--- src/design/cble_pkg.sv ---
package cble_pkg;

    // Field and register widths
    localparam int IDX_W      = 2;
    localparam int BIT_NS_W   = 24;
    localparam int LEN_W      = 7;
    localparam int PCT_W      = 11;
    localparam int SCALED_W   = 17;
    localparam int BUSY_W     = 32;
    localparam int CTRL_W     = 7;
    localparam int DBITS_W    = 10;
    localparam int FT_W       = 35;

    // Configuration register indexes
    localparam logic [IDX_W-1:0] CFG_NOMINAL_BIT_NS = 2'd0;
    localparam logic [IDX_W-1:0] CFG_DATA_BIT_NS    = 2'd1;

    // Item kinds
    localparam logic MODE_FRAME      = 1'b0;
    localparam logic MODE_WINDOW_END = 1'b1;

    // Frame geometry
    localparam logic [CTRL_W-1:0] CTRL_BITS_EXT = 7'd67;
    localparam logic [CTRL_W-1:0] CTRL_BITS_STD = 7'd47;
    localparam logic [LEN_W-1:0]  MAX_PAYLOAD   = 7'd64;

    // busy / 2500000 with 2500000 = 2^5 * 78125:
    // drop 5 bits, then multiply by ceil(2^44 / 78125) and keep the top bits.
    // The rounding error times the largest 27-bit operand stays below 2^44.
    localparam int                PCT_PRE_SHIFT   = 5;
    localparam int                PCT_RECIP_W     = 28;
    localparam logic [27:0]       PCT_RECIP       = 28'd225179982;
    localparam int                PCT_RECIP_SHIFT = 44;
    localparam int                PCT_PROD_W      = BUSY_W - PCT_PRE_SHIFT + PCT_RECIP_W;
    localparam logic [PCT_W-1:0]  PCT_MAX         = 11'd1717;

    // pct * 4095 / 100 as pct * ceil(4095 * 2^18 / 100) >> 18, exact for 11-bit pct
    localparam int                SCALE_RECIP_W   = 24;
    localparam logic [23:0]       SCALE_RECIP     = 24'd10734797;
    localparam int                SCALE_SHIFT     = 18;
    localparam int                SCALE_PROD_W    = PCT_W + SCALE_RECIP_W;
    localparam int unsigned       SCALE_FULL      = 4095;

endpackage

--- src/design/cble_in_if.sv ---
interface cble_in_if import cble_pkg::*; ();
    logic             valid;
    logic             ready;
    logic             mode;
    logic             extended_id;
    logic             bitrate_switch;
    logic [LEN_W-1:0] payload_len;

    modport source (output valid, mode, extended_id, bitrate_switch, payload_len,
                    input ready);
    modport sink   (input valid, mode, extended_id, bitrate_switch, payload_len,
                    output ready);
endinterface

--- src/design/cble_out_if.sv ---
interface cble_out_if import cble_pkg::*; ();
    logic                valid;
    logic                ready;
    logic [PCT_W-1:0]    load_percent;
    logic [SCALED_W-1:0] load_scaled;

    modport source (output valid, load_percent, load_scaled, input ready);
    modport sink   (input valid, load_percent, load_scaled, output ready);
endinterface

--- src/design/cble_cfg_if.sv ---
interface cble_cfg_if import cble_pkg::*; ();
    logic                valid;
    logic                ready;
    logic [IDX_W-1:0]    index;
    logic [BIT_NS_W-1:0] data;

    modport source (output valid, index, data, input ready);
    modport sink   (input valid, index, data, output ready);
endinterface

--- src/design/can_bus_load_estimator.sv ---
// CAN bus load estimator, one channel.
//
// i_in carries one word per bus event: a frame seen on the bus (mode 0, with
// extended_id, bitrate_switch and payload_len) or the end of a 250 ms window
// (mode 1). Every input word yields exactly one o_out word holding the load
// of the last full window, in percent and scaled to 4095 per 100 percent.
// i_cfg writes the nominal (index 0) and data (index 1) bit times in ns; it
// is always ready. Write it only while no word is in flight; not enforced.
//
// The word passes four registers: input register, frame-time multipliers,
// accumulator / percent multiplier, scaling multiplier into the output
// register. One word is accepted per cycle while i_in.ready is high. When
// o_out stalls, empty stages ahead of it keep filling, so i_in.ready drops
// only once all four stages hold a word.
//
// Reset (i_rst_n low, synchronous) empties the pipeline and clears the bit
// times, the busy-time accumulator and the held load percent.
module can_bus_load_estimator import cble_pkg::*; (
    input  logic       i_clk,
    input  logic       i_rst_n,
    cble_in_if.sink    i_in,
    cble_out_if.source o_out,
    cble_cfg_if.sink   i_cfg
);

    // Configuration registers
    logic [BIT_NS_W-1:0] r_nominal_bit_ns;
    logic [BIT_NS_W-1:0] r_data_bit_ns;

    // Stage 1: input register
    logic             r_s1_valid;
    logic             r_s1_mode;
    logic             r_s1_ext;
    logic             r_s1_brs;
    logic [LEN_W-1:0] r_s1_len;

    // Stage 2: frame time
    logic            r_s2_valid;
    logic            r_s2_mode;
    logic [FT_W-1:0] r_s2_frame_ns;

    // Stage 3: accumulator and held load
    logic              r_s3_valid;
    logic [PCT_W-1:0]  r_s3_pct;
    logic [BUSY_W-1:0] r_busy_time_ns;
    logic [PCT_W-1:0]  r_last_load_percent;
    logic [BUSY_W-1:0] n_busy_time_ns;
    logic [PCT_W-1:0]  n_last_load_percent;

    // Stage 4: output register
    logic                r_out_valid;
    logic [PCT_W-1:0]    r_out_pct;
    logic [SCALED_W-1:0] r_out_scaled;

    // Per-stage advance: a stage takes a new word when it is empty or drains
    logic adv1, adv2, adv3, adv4;
    logic fire1, fire2, fire3;

    assign adv4  = !r_out_valid || o_out.ready;
    assign adv3  = !r_s3_valid || adv4;
    assign adv2  = !r_s2_valid || adv3;
    assign adv1  = !r_s1_valid || adv2;
    assign fire1 = r_s1_valid && adv2;
    assign fire2 = r_s2_valid && adv3;
    assign fire3 = r_s3_valid && adv4;

    assign i_in.ready  = adv1;
    assign i_cfg.ready = 1'b1;

    // Configuration writes
    always_ff @(posedge i_clk) begin
        if (!i_rst_n) begin
            r_nominal_bit_ns <= '0;
            r_data_bit_ns    <= '0;
        end else if (i_cfg.valid) begin
            unique case (i_cfg.index)
                CFG_NOMINAL_BIT_NS: r_nominal_bit_ns <= i_cfg.data;
                CFG_DATA_BIT_NS:    r_data_bit_ns    <= i_cfg.data;
                default:            ;
            endcase
        end
    end

    // Valid bits of all stages
    always_ff @(posedge i_clk) begin
        if (!i_rst_n) begin
            r_s1_valid  <= 1'b0;
            r_s2_valid  <= 1'b0;
            r_s3_valid  <= 1'b0;
            r_out_valid <= 1'b0;
        end else begin
            if (adv1) r_s1_valid  <= i_in.valid;
            if (adv2) r_s2_valid  <= r_s1_valid;
            if (adv3) r_s3_valid  <= r_s2_valid;
            if (adv4) r_out_valid <= r_s3_valid;
        end
    end

    // Stage 1 payload
    always_ff @(posedge i_clk) begin
        if (i_in.valid && adv1) begin
            r_s1_mode <= i_in.mode;
            r_s1_ext  <= i_in.extended_id;
            r_s1_brs  <= i_in.bitrate_switch;
            r_s1_len  <= i_in.payload_len;
        end
    end

    // Frame time: control bits at nominal rate, data bits at nominal or data rate
    logic [LEN_W-1:0]   len_clamped;
    logic [DBITS_W-1:0] payload_bits;
    logic [CTRL_W-1:0]  ctrl_bits;
    logic [DBITS_W-1:0] nom_bits;
    logic [FT_W-2:0]    nom_ns;
    logic [FT_W-2:0]    dat_ns;
    logic [FT_W-1:0]    frame_ns;

    always_comb begin
        len_clamped  = (r_s1_len > MAX_PAYLOAD) ? MAX_PAYLOAD : r_s1_len;
        payload_bits = {len_clamped, 3'b000};
        ctrl_bits    = r_s1_ext ? CTRL_BITS_EXT : CTRL_BITS_STD;
        nom_bits     = r_s1_brs ? {3'b000, ctrl_bits}
                                : ({3'b000, ctrl_bits} + payload_bits);
        nom_ns       = (FT_W-1)'(nom_bits) * (FT_W-1)'(r_nominal_bit_ns);
        dat_ns       = r_s1_brs ? ((FT_W-1)'(payload_bits) * (FT_W-1)'(r_data_bit_ns))
                                : '0;
        frame_ns     = {1'b0, nom_ns} + {1'b0, dat_ns};
    end

    always_ff @(posedge i_clk) begin
        if (fire1) begin
            r_s2_mode     <= r_s1_mode;
            r_s2_frame_ns <= frame_ns;
        end
    end

    // Saturating accumulate on a frame; percent and clear on a window end
    logic [FT_W-1:0]       acc_sum;
    logic [PCT_PROD_W-1:0] pct_prod;

    always_comb begin
        acc_sum  = {3'b000, r_busy_time_ns} + r_s2_frame_ns;
        pct_prod = PCT_PROD_W'(r_busy_time_ns[BUSY_W-1:PCT_PRE_SHIFT])
                   * PCT_PROD_W'(PCT_RECIP);
        n_busy_time_ns      = r_busy_time_ns;
        n_last_load_percent = r_last_load_percent;
        if (fire2) begin
            if (r_s2_mode == MODE_WINDOW_END) begin
                n_last_load_percent = pct_prod[PCT_RECIP_SHIFT +: PCT_W];
                n_busy_time_ns      = '0;
            end else if (acc_sum[FT_W-1:BUSY_W] != '0) begin
                n_busy_time_ns = '1;
            end else begin
                n_busy_time_ns = acc_sum[BUSY_W-1:0];
            end
        end
    end

    always_ff @(posedge i_clk) begin
        if (!i_rst_n) begin
            r_busy_time_ns      <= '0;
            r_last_load_percent <= '0;
        end else begin
            r_busy_time_ns      <= n_busy_time_ns;
            r_last_load_percent <= n_last_load_percent;
        end
    end

    always_ff @(posedge i_clk) begin
        if (fire2) r_s3_pct <= n_last_load_percent;
    end

    // Scaling into the output register
    logic [SCALE_PROD_W-1:0] scale_prod;

    assign scale_prod = SCALE_PROD_W'(r_s3_pct) * SCALE_PROD_W'(SCALE_RECIP);

    always_ff @(posedge i_clk) begin
        if (fire3) begin
            r_out_pct    <= r_s3_pct;
            r_out_scaled <= scale_prod[SCALE_SHIFT +: SCALED_W];
        end
    end

    assign o_out.valid        = r_out_valid;
    assign o_out.load_percent = r_out_pct;
    assign o_out.load_scaled  = r_out_scaled;

    // Checks
    a_pct_range: assert property (@(posedge i_clk) disable iff (!i_rst_n)
        o_out.valid |-> o_out.load_percent <= PCT_MAX)
        else $error("load percent above full-window maximum");

    a_scaled_match: assert property (@(posedge i_clk) disable iff (!i_rst_n)
        o_out.valid |-> 32'(o_out.load_scaled) ==
            (32'(o_out.load_percent) * SCALE_FULL) / 32'd100)
        else $error("scaled load does not match percent");

    a_window_clears: assert property (@(posedge i_clk) disable iff (!i_rst_n)
        fire2 && r_s2_mode == MODE_WINDOW_END |=> r_busy_time_ns == '0)
        else $error("busy time not cleared at window end");

    a_frame_grows: assert property (@(posedge i_clk) disable iff (!i_rst_n)
        fire2 && r_s2_mode == MODE_FRAME |=> r_busy_time_ns >= $past(r_busy_time_ns))
        else $error("busy time decreased on a frame");

    a_load_held: assert property (@(posedge i_clk) disable iff (!i_rst_n)
        !(fire2 && r_s2_mode == MODE_WINDOW_END) |=> $stable(r_last_load_percent))
        else $error("held load changed outside a window end");

endmodule

--- src/flat_wrapper.sv ---
// flat-port wrapper written by rule: the top's interface ports become plain ports
module can_bus_load_estimator_flat import cble_pkg::*;
  (i_clk, i_rst_n, i_in_valid, i_in_mode, i_in_extended_id, i_in_bitrate_switch, i_in_payload_len, i_in_ready, o_out_valid, o_out_load_percent, o_out_load_scaled, o_out_ready, i_cfg_valid, i_cfg_index, i_cfg_data, i_cfg_ready);
  cble_in_if i_in_i ();
  cble_out_if o_out_i ();
  cble_cfg_if i_cfg_i ();
  input  logic i_clk;
  input  logic i_rst_n;
  input wire logic [$bits(i_in_i.valid)-1:0] i_in_valid;
  input wire logic [$bits(i_in_i.mode)-1:0] i_in_mode;
  input wire logic [$bits(i_in_i.extended_id)-1:0] i_in_extended_id;
  input wire logic [$bits(i_in_i.bitrate_switch)-1:0] i_in_bitrate_switch;
  input wire logic [$bits(i_in_i.payload_len)-1:0] i_in_payload_len;
  output wire logic [$bits(i_in_i.ready)-1:0] i_in_ready;
  output wire logic [$bits(o_out_i.valid)-1:0] o_out_valid;
  output wire logic [$bits(o_out_i.load_percent)-1:0] o_out_load_percent;
  output wire logic [$bits(o_out_i.load_scaled)-1:0] o_out_load_scaled;
  input wire logic [$bits(o_out_i.ready)-1:0] o_out_ready;
  input wire logic [$bits(i_cfg_i.valid)-1:0] i_cfg_valid;
  input wire logic [$bits(i_cfg_i.index)-1:0] i_cfg_index;
  input wire logic [$bits(i_cfg_i.data)-1:0] i_cfg_data;
  output wire logic [$bits(i_cfg_i.ready)-1:0] i_cfg_ready;
  assign i_in_i.valid = i_in_valid;
  assign i_in_i.mode = i_in_mode;
  assign i_in_i.extended_id = i_in_extended_id;
  assign i_in_i.bitrate_switch = i_in_bitrate_switch;
  assign i_in_i.payload_len = i_in_payload_len;
  assign i_in_ready = i_in_i.ready;
  assign o_out_valid = o_out_i.valid;
  assign o_out_load_percent = o_out_i.load_percent;
  assign o_out_load_scaled = o_out_i.load_scaled;
  assign o_out_i.ready = o_out_ready;
  assign i_cfg_i.valid = i_cfg_valid;
  assign i_cfg_i.index = i_cfg_index;
  assign i_cfg_i.data = i_cfg_data;
  assign i_cfg_ready = i_cfg_i.ready;
  can_bus_load_estimator u_core (.i_clk(i_clk), .i_rst_n(i_rst_n), .i_in(i_in_i), .o_out(o_out_i), .i_cfg(i_cfg_i));
endmodule
--- config.mk ---
export PLATFORM = sky130hd
export DESIGN_NAME = can_bus_load_estimator_flat
export DESIGN_NICKNAME = d
export VERILOG_FILES = /design/src/design/cble_pkg.sv /design/src/design/cble_in_if.sv /design/src/design/cble_out_if.sv /design/src/design/cble_cfg_if.sv /design/src/design/can_bus_load_estimator.sv /design/src/flat_wrapper.sv
export SDC_FILE = /design/constraint.sdc
export NUM_CORES = 2
export LEC_CHECK = 0
export BUFFER_PORTS_ARGS = -buffer_cell sky130_fd_sc_hd__buf_2
export CORE_MARGIN = 1
export CORE_UTILIZATION = 65
export CTS_CLUSTER_SIZE = 40
export DETAILED_ROUTE_END_ITERATION = 6
export MAX_ROUTING_LAYER = met4
export PLACE_DENSITY = 0.92
export SLEW_MARGIN = 0
export SYNTH_ARGS = -nofsm -noshare
export SYNTH_HDL_FRONTEND = slang
export SYNTH_SLANG_ARGS = --single-unit
--- constraint.sdc ---
create_clock -name i_clk -period 14.6 [get_ports i_clk]
set_clock_uncertainty 0.15 [all_clocks]
set_input_delay 1.46 -clock i_clk [delete_from_list [all_inputs] [get_ports i_clk]]
set_output_delay 1.46 -clock i_clk [all_outputs]
set_load 0.03 [all_outputs]
# Word level (Yosys, flattened, before mapping)
# Index checks and enable logic that the tools add are counted.
# word_totals
word_cells	50
in_bits	41
out_inout_bits	31
reg_bits	180
# classes
mux	8
n_mul	4
n_reduce_logical	16
add_sub_neg	3
eq_ne	1
n_lt_le_gt_ge	1
# ops
cell	n
two-way mux 32 bit	2
multiplier 27 x 27 -> 54 bit, second input constant	1
adder 32 x 35 -> 35 bit	1
adder 34 x 34 -> 35 bit	1
multiplier 11 x 24 -> 35 bit, second input constant	1
multiplier 10 x 24 -> 34 bit	1
two-way mux 34 bit	1
multiplier 7 x 24 -> 31 bit	1
two-way mux 11 bit	2
two-way mux 7 bit	2
adder 7 x 10 -> 10 bit	1
two-way mux 10 bit	1
greater-than comparator 7 bit, second input constant	1
logical AND 1 bit	4
logical NOT 1 bit	4
logical OR 1 bit	4
AND reduction 2 bit	2
nonzero test 3 bit	1
equality test 2 x 1 -> 1 bit, second input constant	1
logical NOT 2 bit	1

# Logic depth before layout (Yosys ltp)
# logic_depth
ltp_word	6
mapped_depth	37

# Worst setup path after synthesis
# OpenSTA, ideal clock, no wires.
# synth_path
kind	register to register
from	register u_core.r_s1_len[6]
to	register u_core.r_s2_frame_ns[32] (data pin)
setup_time_ns	0.258
arrival_ns	8.311
path_buffers	2
path_stages_with_launch	35
slack_ns	5.881
period_less_slack_ns	8.719
cell_sequence	edfxtp_1 -> clkbuf_1 -> nor2b_1 -> clkbuf_1 -> nand2_1 -> fa_1 -> fa_1 -> inv_1 -> fa_1 -> inv_1 -> fa_1 -> inv_1 -> ha_1 -> o21ai_0 -> a21oi_1 -> o21ai_0 -> nor2b_1 -> o21ai_0 -> a21oi_1 -> o21bai_1 -> xor2_1 -> nand2_1 -> fa_1 -> fa_1 -> fa_1 -> inv_1 -> ha_1 -> and4_1 -> a221oi_1 -> a21o_1 -> o211ai_1 -> o22a_1 -> a311o_1 -> a21oi_1 -> xnor2_1
# synth_via
elab_chain_cells	6
elab_cells_between_ends	8
# synth_rtl
item	line	rtl
from (decl)	can_bus_load_estimator.sv:35	logic [LEN_W-1:0] r_s1_len;
from (signal assigned)	can_bus_load_estimator.sv:105	r_s1_len <= i_in.payload_len;
greater-than comparator 7 bit	can_bus_load_estimator.sv:119	len_clamped = (r_s1_len > MAX_PAYLOAD) ? MAX_PAYLOAD : r_s1_len;
two-way mux 7 bit *	can_bus_load_estimator.sv:119	
adder 7 x 10 -> 10 bit	can_bus_load_estimator.sv:123	: ({3'b000, ctrl_bits} + payload_bits);
two-way mux 10 bit	can_bus_load_estimator.sv:122	nom_bits = r_s1_brs ? {3'b000, ctrl_bits}
multiplier 10 x 24 -> 34 bit	can_bus_load_estimator.sv:124	nom_ns = (FT_W-1)'(nom_bits) * (FT_W-1)'(r_nominal_bit_ns);
adder 34 x 34 -> 35 bit *	can_bus_load_estimator.sv:127	frame_ns = {1'b0, nom_ns} + {1'b0, dat_ns};
net u_core.frame_ns[32]	can_bus_load_estimator.sv:116	logic [FT_W-1:0] frame_ns;
to (signal assigned)	can_bus_load_estimator.sv:133	r_s2_frame_ns <= frame_ns;
to (decl)	can_bus_load_estimator.sv:40	logic [FT_W-1:0] r_s2_frame_ns;
# Mark *: on every way through the listed nets, which the timed path passes. The rest lies on a longest branch.
# A chain may end at the register's enable or synchronous reset.

# Final worst setup path
# layout_path
from	register u_core.r_s1_len[6]
to	register u_core.r_s2_frame_ns[33] (data pin)
# The elaborated chain is that of the path after synthesis.

==> qor_table.md <==
| Group | Metric | Reported |
|:---|:---|:---|
| run status | Outcome | completed |
| placed design | Post-placement cell count | 4625 |
| route | DRC viols | 0 |
| sta | Post-route fraction of the period consumed by the critical path | 67.18% |
| flow run | Max-capacitance violation count | 0 |
| layout | Layout cells sized above 1 | 3.973% |
| setup path | Critical Path AT | 9.97 ns |
| setup path | Critical path depth in cells | 31 |
| sta | Number of endpoints failing setup at the final stage | 0 |
| route | Antenna-violating nets left | 0 |
| setup path | Longest individual stage delay on the worst path | 1.01 ns |
| global routing | First-pass GRT wire length | 152.7 mm |
| route | Number of DRC violations after detailed-routing iteration 0 | 1672 |
| die | Horizontal extent of the die | 242.7 µm |
| power | Peak supply drop | 0.1024 mV |
| clock network | Hold-fix buffers at CTS | 0 |
| setup path | Reg-to-reg setup timing slack | 4.79 ns |
| clock network | TritonCTS clock tree | yes |
| route | Vias per inst | 5.864 |
| clock network | Maximum root-to-sink buffer count | 2 |
| yosys | Synthesized Nets | 5162 |
| route | Avg WL per Cell | 20.47 µm |
| setup path | Critical path class | register to register |
| hold path | Hold-critical path depth | 0 |
| layout | Area Overhead vs Synth | 4.484% |
| yosys | Most frequent cell after synthesis | sky130_fd_sc_hd__inv_1 |
| yosys | Most area-consuming cells after synthesis | sky130_fd_sc_hd__fa_1 (39%), sky130_fd_sc_hd__ha_1 (16%), sky130_fd_sc_hd__inv_1 (8.9%) |
| yosys | Unique cell type count in the Yosys netlist | 79 |
| placed design | Placed wire-length estimate after detailed placement | 81.60 mm |
| yosys | Count of mapped cells out of synthesis | 3886 |
| placed design | Number of port buffers | 70 |
| global routing | Global-route usage over all layers | 34.43% |
| clock network | Num Clock Sinks | 180 |
| setup path | Kind of launch point of the worst setup path | register |
| die | Core area | 0.05682 mm² |
| layout | Final std cells w/o fill | 4661 |
| yosys | Number of synthesized register bits | 180 |
| clock network | Number of H-tree levels | 4 |
| clock network | Clock Latency Late Sink | 0.51 ns |
| sta | Number of endpoints with negative hold slack in the final report | 0 |
| yosys | Area share of the largest cell type after synthesis | 39.35% |
| clock network | TritonCTS buffer count | 17 |
| route | Total wirelength of the detailed-routed design | 95.39 mm |
| yosys | Yosys warns | 0 |
| layout | Layout Nets | 5164 |
| layout | Final cell utilization of the core | 69.22% |
| die | Row Count | 87 |
| sta | Final slew viol count | 0 |
| yosys | Library cell occupying the most area in the post-synthesis netlist | sky130_fd_sc_hd__fa_1 |
| clock network | Clock-pin slew on the worst setup and hold paths | 0.08 ns |
| sta | Slew at the pin with the worst max-slew slack | 1.082 ns |
| yosys | Synth cell count leaders | sky130_fd_sc_hd__inv_1 (892), sky130_fd_sc_hd__fa_1 (740), sky130_fd_sc_hd__ha_1 (495), sky130_fd_sc_hd__nand2_1 (391), sky130_fd_sc_hd__and2_1 (185) |
| die | Starting density of the core | 66.25% |
| yosys | Mapped Area | 0.03765 mm² |
| sta | Setup repair after global routing missed its margin | no |
| die | Die Span Y | 242.7 µm |
| die | Boundary Pins | 72 |
| setup path | Highest-delay cell along the critical path | sky130_fd_sc_hd__edfxtp_1 |
| setup path | Worst endpoint required time | 14.76 ns |
| setup path | Reg2reg path depth | 31 |
| route | Routed vias | 27333 |
| global routing | Pin count of the biggest net entering global routing | 60 |
| global routing | Antenna violations before repair | 4 |
| placed design | Routability congestion estimate from global placement | 1.045 |
| sta | Setup_tns | 0 ns |
| route | First-pass iteration count of the detailed router | 7 |
| clock network | Number of resized instances in the post-cts repair step | 0 |
| power | Total power per unit cell area | 79.82 mW/mm² |
| clock network | Post-CTS Setup Inserts | 0 |
| setup path | Number of buffer and inverter instances along the worst setup path | 4 |
| setup path | Kind of cell adding the most delay to the critical path | adder cells |
| yosys | Ys async rst share | 0% |
| yosys | Number of enable-type register cells in the synthesized netlist | 85 |
| setup path | Largest fanout of any net on the critical path | 31 |
| setup path | Endpoint type of the worst setup path | register |
| yosys | Sequential-to-total area share from yosys stat | 11.83% |
| sta | Time the worst path needs with I/O delays and setup | 9.808 ns |
| hold path | Hold crit path type | register to register |
| global routing | Via count of the first global-routing pass | 29881 |
| sta | Maximum clock rate | 0.1020 GHz |
| setup path | Most Frequent Cell on Critical Path | sky130_fd_sc_hd__fa_1 |
| clock network | Root Driver | sky130_fd_sc_hd__clkbuf_16 |
| yosys | Mean post-synth cell area | 9.688 µm² |
| yosys | Most frequently used flop master after synthesis | sky130_fd_sc_hd__dfxtp_1 |
| global routing | Gr ovfl total | 0 |
| die | Die area | 0.05888 mm² |
| power | Reported leakage power | 19.28 nW |
| sta | Headroom to the max-slew limit | 27.48% |
| power | Overall Power | 3.140 mW |
==> path summary, 6_finish.rpt <==
check                               start                            endpoint
max          u_core.r_s1_len[6]$_DFFE_PP_  u_core.r_s2_frame_ns[33]$_DFFE_PP_
min            u_core.r_s1_mode$_DFFE_PP_          u_core.r_s2_mode$_DFFE_PP_
max reg2reg  u_core.r_s1_len[6]$_DFFE_PP_  u_core.r_s2_frame_ns[33]$_DFFE_PP_
min reg2reg    u_core.r_s1_mode$_DFFE_PP_          u_core.r_s2_mode$_DFFE_PP_
==> metal layers <==
metal / track usage (%) / routed length, µm / vias up / share of wire (%)
met3: 6.137 / 7383 / 332 / 7.7
met5: - / 0 / - / 0
met4: 14.45 / 4276 / 0 / 4.5
met2: 59.67 / 47890 / 1205 / 50
li1: - / - / 12259 / -
met1: 39.27 / 35840 / 13537 / 38
==> placed cells by master, fill, tap and decap left out, types with 7 or more instances in the layout <==
| master | netlist | layout |
|---|---|---|
| sky130_fd_sc_hd__buf_4 | 1 | 16 |
| sky130_fd_sc_hd__nand2_1 | 391 | 391 |
| sky130_fd_sc_hd__nor2b_1 | 21 | 18 |
| sky130_fd_sc_hd__fa_1 | 740 | 740 |
| sky130_fd_sc_hd__nand4_1 | 22 | 22 |
| sky130_fd_sc_hd__xor2_1 | 37 | 37 |
| sky130_fd_sc_hd__dfxtp_1 | 95 | 95 |
| sky130_fd_sc_hd__nor3_1 | 26 | 26 |
| sky130_fd_sc_hd__and2_1 | 185 | 185 |
| sky130_fd_sc_hd__edfxtp_1 | 85 | 85 |
| sky130_fd_sc_hd__inv_1 | 892 | 891 |
| sky130_fd_sc_hd__a21oi_1 | 184 | 183 |
| sky130_fd_sc_hd__and3_1 | 11 | 11 |
| sky130_fd_sc_hd__o211ai_1 | 10 | 10 |
| sky130_fd_sc_hd__or3_1 | 16 | 16 |
| sky130_fd_sc_hd__a21o_1 | 58 | 58 |
| sky130_fd_sc_hd__clkbuf_16 | 0 | 17 |
| sky130_fd_sc_hd__ha_1 | 495 | 495 |
| sky130_fd_sc_hd__xnor2_1 | 64 | 64 |
| sky130_fd_sc_hd__buf_2 | 1 | 70 |
| sky130_fd_sc_hd__a221o_1 | 31 | 31 |
| sky130_fd_sc_hd__a211oi_1 | 21 | 21 |
| sky130_fd_sc_hd__nor4_1 | 7 | 7 |
| sky130_fd_sc_hd__nand3_1 | 36 | 36 |
| sky130_fd_sc_hd__a31oi_1 | 13 | 13 |
| sky130_fd_sc_hd__or2_2 | 7 | 7 |
| sky130_fd_sc_hd__o21ai_0 | 75 | 74 |
| sky130_fd_sc_hd__nand2b_1 | 12 | 12 |
| sky130_fd_sc_hd__o21bai_1 | 20 | 20 |
| sky130_fd_sc_hd__nor2_1 | 103 | 101 |
| sky130_fd_sc_hd__o21a_1 | 19 | 19 |
==> worst reg2reg max path: cells and delay by family, from the launching register on <==
kind            cells  cell delay, ns
xor+xnor            1            0.16
buf+inv             4            0.40
simple gates        7            1.20
fa+ha+maj           9            4.19
flops               1            1.01
compound gates      9            2.34
mux                 1            0.17
==> cell families (layout without fill, tap and decap cells) <==
group                    count (synthesis)  count (layout)  share of synthesized area [%]
XOR/XNOR                               101             101                          2.350
multiplexers                             7               7                         0.1928
adder cells (fa/ha/maj)               1235            1235                          55.80
AND/OR/NAND/NOR                        866             866                          11.08
buffers and inverters                  995            1010                          9.994
flip-flops                             180             180                          11.83
AO/OA/AOI/OAI                          501             501                          8.741
other                                    1               5                       0.009961
==> flip-flops by register name (all words and copies together) (netlist names), 7 cells and up <==
| signal | count |
|---|---|
| u_core.r_nominal_bit_ns | 24 |
| u_core.r_data_bit_ns | 24 |
| u_core.r_last_load_percent | 11 |
| u_core.o_out.load_scaled | 17 |
| u_core.r_s3_pct | 11 |
| u_core.r_s1_len | 7 |
| u_core.r_s2_frame_ns | 35 |
| u_core.r_busy_time_ns | 32 |
| u_core.o_out.load_percent | 11 |
==> layout make-up <==
type	instances	area, µm²
clock inverter	15	211.5
inverter	892	3348
fill	4062	17490
antenna	4	10.01
timing repair buffer	86	470.5
tap	756	945.9
multi-input combinational	2711	29470
clock buffer	17	425.4
sequential	180	4454
==> power by group <==
group          internal, mW  leakage [nW]  total, mW  switching, mW
clock network         0.277         0.306      0.527          0.250
registers             0.574          1.58      0.616         0.0427
logic                 0.799          17.4       2.00           1.20
==> through the flow <==
stage               setup WS [ns]  cell area (µm²)  hold slack (ns)
floorplan                   5.881            37650           0.2503
global placement            5.160            38690           0.2688
detailed placement          4.949            38690           0.2719
CTS                         4.927            39320           0.2802
global route                4.235            39330           0.3049
finish                      4.792            39330           0.2785
(Power assumes the default switching activity.)
